<file path="src/rtl/lmcs_pkg.sv">
// Shared types, constants and the control program of the LED matrix cursor scan unit.
`timescale 1ns / 1ps
`default_nettype none
package lmcs_pkg;

	localparam int MATRIX_SIZE  = 8;
	localparam int IDX_W        = $clog2(MATRIX_SIZE);
	localparam int EDGE         = MATRIX_SIZE - 1;
	localparam int ROW_IDX_MASK = 31 % MATRIX_SIZE;
	localparam int NUM_BTN      = 4;
	localparam int BTN_W        = 2;
	localparam int STEP_W       = 3;
	localparam int S_TDATA_W    = 8;
	localparam int M_TDATA_W    = 24;
	localparam int ROW_INDEX_W  = 3;
	localparam int FIELD_W      = 8;

	localparam logic [BTN_W-1:0] BTN_LEFT  = 2'd0;
	localparam logic [BTN_W-1:0] BTN_UP    = 2'd1;
	localparam logic [BTN_W-1:0] BTN_DOWN  = 2'd2;
	localparam logic [BTN_W-1:0] BTN_RIGHT = 2'd3;

	typedef logic [STEP_W-1:0] step_t;

	localparam step_t ST_FETCH    = 3'd0;
	localparam step_t ST_DISPATCH = 3'd1;
	localparam step_t ST_CHECK    = 3'd2;
	localparam step_t ST_NEXT     = 3'd3;
	localparam step_t ST_MOVE     = 3'd4;
	localparam step_t ST_SET      = 3'd5;
	localparam step_t ST_EMIT     = 3'd6;

	typedef enum logic [2:0] {
		OP_NOP,
		OP_ACCEPT,
		OP_CHECK,
		OP_MOVE,
		OP_SET,
		OP_EMIT
	} op_t;

	typedef enum logic [2:0] {
		C_ALWAYS,
		C_IN_VALID,
		C_IS_SCAN,
		C_PRESS,
		C_BTN_MORE,
		C_EMIT_LAST
	} cond_t;

	typedef struct packed {
		op_t   op;
		cond_t cond;
		step_t target_t;
		step_t target_f;
	} uword_t;

	typedef struct packed {
		op_t op;
	} ctrl_t;

	typedef struct packed {
		logic in_valid;
		logic is_scan;
		logic press;
		logic btn_more;
		logic emit_last;
	} status_t;

	function automatic uword_t ucode(input step_t s);
		uword_t w;
		unique case (s)
			ST_FETCH:    w = '{OP_ACCEPT, C_IN_VALID,  ST_DISPATCH, ST_FETCH};
			ST_DISPATCH: w = '{OP_NOP,    C_IS_SCAN,   ST_EMIT,     ST_CHECK};
			ST_CHECK:    w = '{OP_CHECK,  C_PRESS,     ST_MOVE,     ST_NEXT};
			ST_NEXT:     w = '{OP_NOP,    C_BTN_MORE,  ST_CHECK,    ST_FETCH};
			ST_MOVE:     w = '{OP_MOVE,   C_ALWAYS,    ST_SET,      ST_SET};
			ST_SET:      w = '{OP_SET,    C_ALWAYS,    ST_FETCH,    ST_FETCH};
			ST_EMIT:     w = '{OP_EMIT,   C_EMIT_LAST, ST_FETCH,    ST_EMIT};
			default:     w = '{OP_NOP,    C_ALWAYS,    ST_FETCH,    ST_FETCH};
		endcase
		return w;
	endfunction

endpackage
`default_nettype wire

</file>
<file path="src/rtl/lmcs_seq.sv">
// Step counter, control store and conditional branch logic.
`timescale 1ns / 1ps
`default_nettype none
module lmcs_seq (
	input  wire               clk,
	input  wire               arst_n,
	input  lmcs_pkg::status_t status,
	output lmcs_pkg::ctrl_t   ctrl
);

	lmcs_pkg::step_t  step_q;
	lmcs_pkg::step_t  step_next;
	lmcs_pkg::uword_t word;
	logic             cond_ok;

	always_comb begin
		word = lmcs_pkg::ucode(step_q);
		unique case (word.cond)
			lmcs_pkg::C_ALWAYS:    cond_ok = 1'b1;
			lmcs_pkg::C_IN_VALID:  cond_ok = status.in_valid;
			lmcs_pkg::C_IS_SCAN:   cond_ok = status.is_scan;
			lmcs_pkg::C_PRESS:     cond_ok = status.press;
			lmcs_pkg::C_BTN_MORE:  cond_ok = status.btn_more;
			lmcs_pkg::C_EMIT_LAST: cond_ok = status.emit_last;
			default:               cond_ok = 1'b1;
		endcase
		step_next = cond_ok ? word.target_t : word.target_f;
		ctrl.op   = word.op;
	end

	always_ff @(posedge clk or negedge arst_n) begin
		if (!arst_n) begin
			step_q <= lmcs_pkg::ST_FETCH;
		end else begin
			step_q <= step_next;
		end
	end

endmodule
`default_nettype wire

</file>
<file path="src/rtl/lmcs_dp.sv">
// Datapath: input latch, button levels, cursor, frame buffer and output register.
`timescale 1ns / 1ps
`default_nettype none
module lmcs_dp (
	input  wire                                    clk,
	input  wire                                    arst_n,
	input  lmcs_pkg::ctrl_t                        ctrl,
	output lmcs_pkg::status_t                      status,
	input  wire                                    s_tvalid,
	output logic                                   s_tready,
	input  wire  [lmcs_pkg::S_TDATA_W-1:0]         s_tdata,
	input  wire                                    s_tuser,
	output logic                                   m_tvalid,
	input  wire                                    m_tready,
	output logic [lmcs_pkg::M_TDATA_W-1:0]         m_tdata,
	output logic                                   m_tlast
);

	localparam int PAD_W = lmcs_pkg::M_TDATA_W - lmcs_pkg::ROW_INDEX_W - 2 * lmcs_pkg::FIELD_W;

	logic                                action_q;
	logic [lmcs_pkg::NUM_BTN-1:0]        first_q;
	logic [lmcs_pkg::NUM_BTN-1:0]        confirm_q;
	logic [lmcs_pkg::NUM_BTN-1:0]        btn_q;
	logic [lmcs_pkg::BTN_W-1:0]          btn_cnt_q;
	logic [lmcs_pkg::IDX_W-1:0]          row_cnt_q;
	logic [lmcs_pkg::IDX_W-1:0]          cur_row_q;
	logic [lmcs_pkg::IDX_W-1:0]          cur_col_q;
	logic [lmcs_pkg::MATRIX_SIZE-1:0]    frame_q [lmcs_pkg::MATRIX_SIZE];

	logic                                out_valid_q;
	logic [lmcs_pkg::ROW_INDEX_W-1:0]    out_idx_q;
	logic [lmcs_pkg::FIELD_W-1:0]        out_sel_q;
	logic [lmcs_pkg::FIELD_W-1:0]        out_col_q;
	logic                                out_last_q;

	logic                                accept;
	logic                                prev_lvl;
	logic                                changed;
	logic                                press;
	logic                                out_free;
	logic                                emit_fire;
	logic                                row_is_last;
	logic [lmcs_pkg::IDX_W-1:0]          set_row;

	always_comb begin
		s_tready    = (ctrl.op == lmcs_pkg::OP_ACCEPT);
		accept      = s_tready && s_tvalid;
		prev_lvl    = btn_q[btn_cnt_q];
		changed     = (first_q[btn_cnt_q] != prev_lvl) && (confirm_q[btn_cnt_q] != prev_lvl);
		press       = changed && !confirm_q[btn_cnt_q];
		out_free    = !out_valid_q || m_tready;
		emit_fire   = (ctrl.op == lmcs_pkg::OP_EMIT) && out_free;
		row_is_last = (row_cnt_q == lmcs_pkg::IDX_W'(lmcs_pkg::EDGE));
		set_row     = cur_row_q & lmcs_pkg::IDX_W'(lmcs_pkg::ROW_IDX_MASK);

		status.in_valid  = s_tvalid;
		status.is_scan   = action_q;
		status.press     = press;
		status.btn_more  = (btn_cnt_q != '0);
		status.emit_last = emit_fire && row_is_last;

		m_tvalid = out_valid_q;
		m_tdata  = {{PAD_W{1'b0}}, out_col_q, out_sel_q, out_idx_q};
		m_tlast  = out_last_q;
	end

	always_ff @(posedge clk or negedge arst_n) begin
		if (!arst_n) begin
			action_q  <= 1'b0;
			first_q   <= '1;
			confirm_q <= '1;
			btn_q     <= '1;
			btn_cnt_q <= '0;
			row_cnt_q <= '0;
			cur_row_q <= '0;
			cur_col_q <= lmcs_pkg::IDX_W'(lmcs_pkg::EDGE);
			frame_q[0] <= {1'b1, {(lmcs_pkg::MATRIX_SIZE-1){1'b0}}};
			for (int i = 1; i < lmcs_pkg::MATRIX_SIZE; i++) begin
				frame_q[i] <= '0;
			end
		end else begin
			case (ctrl.op)
				lmcs_pkg::OP_ACCEPT: begin
					btn_cnt_q <= '0;
					row_cnt_q <= '0;
					if (accept) begin
						action_q  <= s_tuser;
						first_q   <= s_tdata[lmcs_pkg::NUM_BTN-1:0];
						confirm_q <= s_tdata[2*lmcs_pkg::NUM_BTN-1:lmcs_pkg::NUM_BTN];
					end
				end
				lmcs_pkg::OP_CHECK: begin
					if (changed) begin
						btn_q[btn_cnt_q] <= confirm_q[btn_cnt_q];
					end
					if (!press) begin
						btn_cnt_q <= btn_cnt_q + 1'b1;
					end
				end
				lmcs_pkg::OP_MOVE: begin
					case (btn_cnt_q)
						lmcs_pkg::BTN_LEFT: begin
							if (cur_col_q < lmcs_pkg::IDX_W'(lmcs_pkg::EDGE)) begin
								cur_col_q <= cur_col_q + 1'b1;
							end
						end
						lmcs_pkg::BTN_UP: begin
							if (cur_row_q != '0) begin
								cur_row_q <= cur_row_q - 1'b1;
							end
						end
						lmcs_pkg::BTN_DOWN: begin
							if (cur_row_q < lmcs_pkg::IDX_W'(lmcs_pkg::EDGE)) begin
								cur_row_q <= cur_row_q + 1'b1;
							end
						end
						default: begin
							if (cur_col_q != '0) begin
								cur_col_q <= cur_col_q - 1'b1;
							end
						end
					endcase
				end
				lmcs_pkg::OP_SET: begin
					frame_q[set_row][cur_col_q] <= 1'b1;
				end
				lmcs_pkg::OP_EMIT: begin
					if (emit_fire) begin
						row_cnt_q <= row_cnt_q + 1'b1;
					end
				end
				default: begin
				end
			endcase
		end
	end

	always_ff @(posedge clk or negedge arst_n) begin
		if (!arst_n) begin
			out_valid_q <= 1'b0;
		end else if (emit_fire) begin
			out_valid_q <= 1'b1;
		end else if (m_tready) begin
			out_valid_q <= 1'b0;
		end
	end

	always_ff @(posedge clk) begin
		if (emit_fire) begin
			out_idx_q  <= lmcs_pkg::ROW_INDEX_W'(row_cnt_q);
			out_sel_q  <= lmcs_pkg::FIELD_W'(1) << row_cnt_q;
			out_col_q  <= lmcs_pkg::FIELD_W'(frame_q[row_cnt_q]);
			out_last_q <= row_is_last;
		end
	end

endmodule
`default_nettype wire

</file>
<file path="src/rtl/led_matrix_cursor_scan_unit.sv">
// Top level of the LED matrix cursor scan unit.
//
// The slave channel takes one word per item: s_tuser selects the action
// (0 checks the buttons, 1 scans the frame), s_tdata carries the first
// sample in bits 3:0 and the confirming sample in bits 7:4.
// A scan word yields eight words on the master channel, top row first,
// with m_tlast on the eighth. A button word yields nothing; a confirmed
// press moves the cursor one step within the edges and sets its pixel.
// A short control program steps the datapath one step per cycle, but it
// waits at the fetch step for a slave word and at an emit step for room
// in the output register. A scan runs one fetch, one dispatch and one
// emit step per row; the first emit step loads the first row onto m_tvalid.
// A button word runs a fetch and a dispatch, two steps for each button
// checked without a press, and three steps for a pressed button: its
// check, the cursor move and the pixel write.
// The rows leave through one output register; while the receiver holds
// m_tready low on any row but the last, the program waits on the next row
// and s_tready stays low.
// Reset clears the cursor to the top left, the frame to a single lit
// pixel under it and all button levels to released.
`timescale 1ns / 1ps
`default_nettype none
module led_matrix_cursor_scan_unit (
	input  wire                                 clk,
	input  wire                                 arst_n,
	input  wire                                 s_tvalid,
	output logic                                s_tready,
	input  wire  [lmcs_pkg::S_TDATA_W-1:0]      s_tdata,  // first_sample, confirm_sample
	input  wire                                 s_tuser,  // action
	output logic                                m_tvalid,
	input  wire                                 m_tready,
	output logic [lmcs_pkg::M_TDATA_W-1:0]      m_tdata,  // row_index, row_select, column_bits
	output logic                                m_tlast
);

	lmcs_pkg::ctrl_t   ctrl;
	lmcs_pkg::status_t status;

	lmcs_seq u_seq (
		.clk    (clk),
		.arst_n (arst_n),
		.status (status),
		.ctrl   (ctrl)
	);

	lmcs_dp u_dp (
		.clk      (clk),
		.arst_n   (arst_n),
		.ctrl     (ctrl),
		.status   (status),
		.s_tvalid (s_tvalid),
		.s_tready (s_tready),
		.s_tdata  (s_tdata),
		.s_tuser  (s_tuser),
		.m_tvalid (m_tvalid),
		.m_tready (m_tready),
		.m_tdata  (m_tdata),
		.m_tlast  (m_tlast)
	);

endmodule
`default_nettype wire

</file>
<file path="config.mk">
export PLATFORM = sky130hd
export DESIGN_NAME = led_matrix_cursor_scan_unit
export DESIGN_NICKNAME = d
export VERILOG_FILES = /design/src/rtl/lmcs_pkg.sv /design/src/rtl/lmcs_seq.sv /design/src/rtl/lmcs_dp.sv /design/src/rtl/led_matrix_cursor_scan_unit.sv
export SDC_FILE = /design/constraint.sdc
export NUM_CORES = 1
export LEC_CHECK = 0
export ABC_CLOCK_PERIOD_IN_PS = 3500
export BUFFER_PORTS_ARGS = -buffer_cell sky130_fd_sc_hd__buf_2
export CORE_UTILIZATION = 30
export CTS_BUF_LIST = sky130_fd_sc_hd__clkbuf_4
export DETAILED_ROUTE_END_ITERATION = 16
export HOLD_SLACK_MARGIN = 0.02
export PLACE_DENSITY = 0.54
export SYNTH_ARGS = -nofsm -noshare
export SYNTH_HDL_FRONTEND = slang
export SYNTH_SLANG_ARGS = --single-unit
export TNS_END_PERCENT = 100
</file>
<file path="constraint.sdc">
create_clock -name clk -period 3.5 [get_ports clk]
set_input_delay 0.7 -clock clk [delete_from_list [all_inputs] [get_ports clk]]
set_output_delay 0.7 -clock clk [all_outputs]
set_load 0.02 [all_outputs]
</file>
==> flow_results.xml <==
<?xml version="1.0" encoding="UTF-8"?>
<metrics>
  <group name="sta">
    <metric name="fin_skew" unit="ps">40.2</metric>
    <metric name="finalCriticalPeriod" unit="ps">2560</metric>
    <metric name="setup_viol" unit="">0</metric>
    <metric name="timing_hold_violations_final" unit="">0</metric>
    <metric name="finalMaxSlewViolations" unit="">0</metric>
    <metric name="hold-worst-slack" unit="ps">388</metric>
    <metric name="clock.fmax" unit="GHz">0.390</metric>
    <metric name="post-route-period-util" unit="">0.732</metric>
    <metric name="slew-limit-headroom" unit="">0.273</metric>
    <metric name="timing_worst_slew_pin_value" unit="ps">1090</metric>
    <metric name="grt_setup_unrepaired" unit="">no</metric>
    <metric name="finalSetupTns" unit="ps">0</metric>
  </group>
  <group name="worst_setup_path">
    <metric name="timing.reg2reg.setup_slack" unit="ps">1300</metric>
    <metric name="worst_path_max_delay_cell" unit="">dfrtp_1</metric>
    <metric name="cp-start-kind" unit="">register</metric>
    <metric name="critical_path.cell_chain" unit="">nor3_1 -&gt; buf_2</metric>
    <metric name="critical_path.top_delay_family" unit="">flip-flops</metric>
    <metric name="cp.buffers_inverters" unit="">1</metric>
    <metric name="cp-end-kind" unit="">primary output</metric>
    <metric name="worst_path_arrival_time" unit="ps">1860</metric>
    <metric name="timing.setup.critical_path_class" unit="">register to primary output</metric>
    <metric name="slowest_delay" unit="ps">670</metric>
    <metric name="worstRegToRegCells" unit="">3</metric>
    <metric name="crit_path_max_fanout" unit="">22</metric>
    <metric name="timing.rr.start" unit="">u_seq.step_q[0]$_DFF_PN0_</metric>
    <metric name="worstReg2RegEnd" unit="">u_dp.out_sel_q[6]$_SDFFCE_PN0P_</metric>
    <metric name="cp.required" unit="ps">2800</metric>
  </group>
  <group name="grt">
    <metric name="largest_net_degree_at_the_start_of_global_routing" unit="">87</metric>
    <metric name="number_of_global_route_vias_before_repair" unit="">3265</metric>
    <metric name="global_route.overflow_total" unit="">0</metric>
    <metric name="globalRouteTotalUtil" unit="">0.133</metric>
    <metric name="grt_first_pass_wirelength" unit="µm">18200</metric>
    <metric name="grt_antenna_before_repair" unit="">1</metric>
  </group>
  <group name="cts">
    <metric name="cts-hold-fix-buffers" unit="">0</metric>
    <metric name="numClockSinks" unit="">112</metric>
    <metric name="clk_path_buf_depth" unit="">2</metric>
    <metric name="cts_max_level" unit="">3</metric>
    <metric name="post_cts_buffers" unit="">0</metric>
    <metric name="cts-buffers-inserted" unit="">9</metric>
    <metric name="cts.clk_slew.worst_paths" unit="ps">200</metric>
    <metric name="clkLatencyLatePin" unit="ps">500</metric>
    <metric name="post_cts.resized_instances" unit="">0</metric>
    <metric name="cts_tree" unit="">built</metric>
    <metric name="cts_root_buffer" unit="">clkbuf_4</metric>
  </group>
  <group name="logic_synthesis">
    <metric name="synth_top_cells_by_area" unit="">dfrtp_1 36%, edfxtp_1 12%, mux4_2 8.2%</metric>
    <metric name="dominantRegCellSynth" unit="">dfrtp_1</metric>
    <metric name="syn_area_per_cell" unit="µm²">13.8</metric>
    <metric name="synthesis.yosys.warnings" unit="">0</metric>
    <metric name="postSynthCellCount" unit="">379</metric>
    <metric name="most_numerous_cell_in_the_yosys_netlist" unit="">dfrtp_1</metric>
    <metric name="synth.yosys.seq_area_share" unit="">0.560</metric>
    <metric name="syn_area" unit="µm²">5220</metric>
    <metric name="synth_enable_flop_cells" unit="">20</metric>
    <metric name="ys_ff_latch" unit="">112</metric>
    <metric name="synth_async_sr_flop_share" unit="">0.821</metric>
    <metric name="yosysUniqueCellTypes" unit="">56</metric>
    <metric name="synth_top_cell_by_area" unit="">dfrtp_1</metric>
    <metric name="synth_common_cells" unit="">76 x dfrtp_1, 32 x o21bai_1, 31 x a21o_1</metric>
    <metric name="yosysTopAreaCellShare" unit="">0.365</metric>
  </group>
  <group name="place">
    <metric name="port_buffers" unit="">34</metric>
    <metric name="hpwlAfterDp" unit="µm">7530</metric>
    <metric name="routabilityCongestion" unit="">0.788</metric>
  </group>
  <group name="cells_and_area">
    <metric name="fillers" unit="">1644</metric>
    <metric name="final_net_count" unit="">434</metric>
    <metric name="areaGrowthSynthToFinish" unit="%">10.2</metric>
    <metric name="proportion_of_layout_cells_with_a_drive_suffix_above_1" unit="">0.296</metric>
  </group>
  <group name="routing">
    <metric name="detailedRoute.firstPassIterationCount" unit="">4</metric>
    <metric name="routed_wire_length_per_instance" unit="µm">17.6</metric>
    <metric name="viasPerCell" unit="">4.95</metric>
    <metric name="drc" unit="">0</metric>
    <metric name="drt.antenna.violating_nets" unit="">0</metric>
    <metric name="wirelength" unit="µm">11200</metric>
    <metric name="detailroute.via_count" unit="">3148</metric>
    <metric name="first_iter_violations" unit="">230</metric>
  </group>
  <group name="die">
    <metric name="dieArea" unit="µm²">17900</metric>
    <metric name="chipHeight" unit="µm">134</metric>
    <metric name="rows" unit="">47</metric>
    <metric name="floorplan.initialDensity" unit="">0.311</metric>
    <metric name="design.core.area" unit="µm²">16800</metric>
    <metric name="ioPinCount" unit="">40</metric>
    <metric name="die_w" unit="µm">134</metric>
  </group>
  <group name="run">
    <metric name="max_cap_violations" unit="">0</metric>
  </group>
  <group name="power_and_ir_drop">
    <metric name="p_per_area" unit="nW/µm²">744</metric>
    <metric name="irDropWorstVdd" unit="mV">0.340</metric>
    <metric name="total_leakage_power" unit="nW">2.63</metric>
  </group>
  <group name="run_status">
    <metric name="outcome" unit="">finished, final reports clean</metric>
  </group>
  <group name="hold_path">
    <metric name="hp-class" unit="">primary input to async pin</metric>
  </group>
</metrics>
[placed cells by master, fill, tap and decap left out, types with 7 or more instances in the layout]
cell      Yosys  layout
a21o_1       31      31
buf_2         4      33
buf_4         5       8
clkbuf_4      0       9
dfrtp_1      76      76
dfstp_2      16      16
edfxtp_1     20      20
ha_1          9       9
inv_1        14      14
mux2_2       21      21
mux4_2       19      19
nand2_1       7       7
nor2_1        9       9
nor2b_1       8       7
o21bai_1     32      32
[worst register-to-register path, stage by stage, from the launching register on]
cell and delay (ps):
dfrtp_1 670, nand3b_1 310, nor2b_2 570, buf_4 330
[worst max path at each step]
stage	startpoint	endpoint	slack, ps	depth (start not counted)
2_1_floorplan	m_tready	u_dp.row_cnt_q[1]$_DFFE_PN0P_	1010	3
5_1_grt	u_seq.step_q[0]$_DFF_PN0_	s_tready	770	2
6_report	u_seq.step_q[0]$_DFF_PN0_	s_tready	940	2
3_5_place_dp	m_tready	u_dp.out_col_q[4]$_DFFE_PP_	1330	4
4_1_cts	u_seq.step_q[0]$_DFF_PN0_	s_tready	910	2
3_3_place_gp	m_tready	u_dp.out_col_q[4]$_DFFE_PP_	1350	4
[registers in the layout, summed over array words and instances, names as in the netlist, 2 cells and up]
| signal | count |
|---|---|
| u_dp.btn_q | 4 |
| u_dp.confirm_q | 4 |
| u_dp.out_sel_q | 8 |
| u_dp.first_q | 4 |
| u_dp.cur_col_q | 3 |
| u_dp.cur_row_q | 3 |
| u_dp.out_idx_q | 3 |
| u_dp.row_cnt_q | 3 |
| u_dp.out_col_q | 8 |
| u_seq.step_q | 3 |
| u_dp.frame_q | 64 |
| u_dp.btn_cnt_q | 2 |
[power by group]
group,leakage (nW),internal (mW),switching [mW]
combinational,1.15,0.700,0.732
clock,0.0852,0.233,0.455
sequential,1.39,1.74,0.411
total,2.63,2.68,1.60
[area by class of cell]
class	instances	area [µm²]	area share
multi-input combinational	232	2110	0.368
antenna	1	2.50	0.000435
clock buffer	9	67.6	0.0118
tap	220	275	0.0479
timing repair buffer	41	225	0.0392
clock inverter	7	88.8	0.0155
inverter	14	52.6	0.00914
sequential	112	2920	0.509
[metrics by stage]
step                      cells   util  setup WS (ps)  power (mW)  instance area, µm²
after floorplan             383      -           1010        3.22                5230
after global placement      619  0.333           1350        3.57                5590
after detailed placement    619  0.333           1330        3.63                5590
after CTS                   635  0.343            906        4.33                5740
after global routing        636  0.343            772        4.56                5750
final                       636  0.343            938        4.28                5750
[routing by layer]
layer | part of all wire | track usage | vias to the layer above
met1 | 0.46 | 0.180 | 1612
met4 | 0.011 | 0.0404 | 0
li1 | - | - | 1457
met5 | 0 | 0 | -
met2 | 0.49 | 0.211 | 73
met3 | 0.041 | 0.0317 | 6
[cell families (layout without fill, tap and decap cells)]
family | after synthesis | after routing | share of synthesized area
AO/OA/AOI/OAI | 87 | 87 | 0.125
XOR/XNOR | 6 | 6 | 0.0101
adder cells (fa/ha/maj) | 11 | 11 | 0.0293
buffers and inverters | 39 | 71 | 0.0398
flip-flops | 112 | 112 | 0.560
multiplexers | 42 | 42 | 0.131
other | 1 | 6 | 0.000719
AND/OR/NAND/NOR | 81 | 81 | 0.104
No activity file was read; power rests on OpenSTA's default activity.
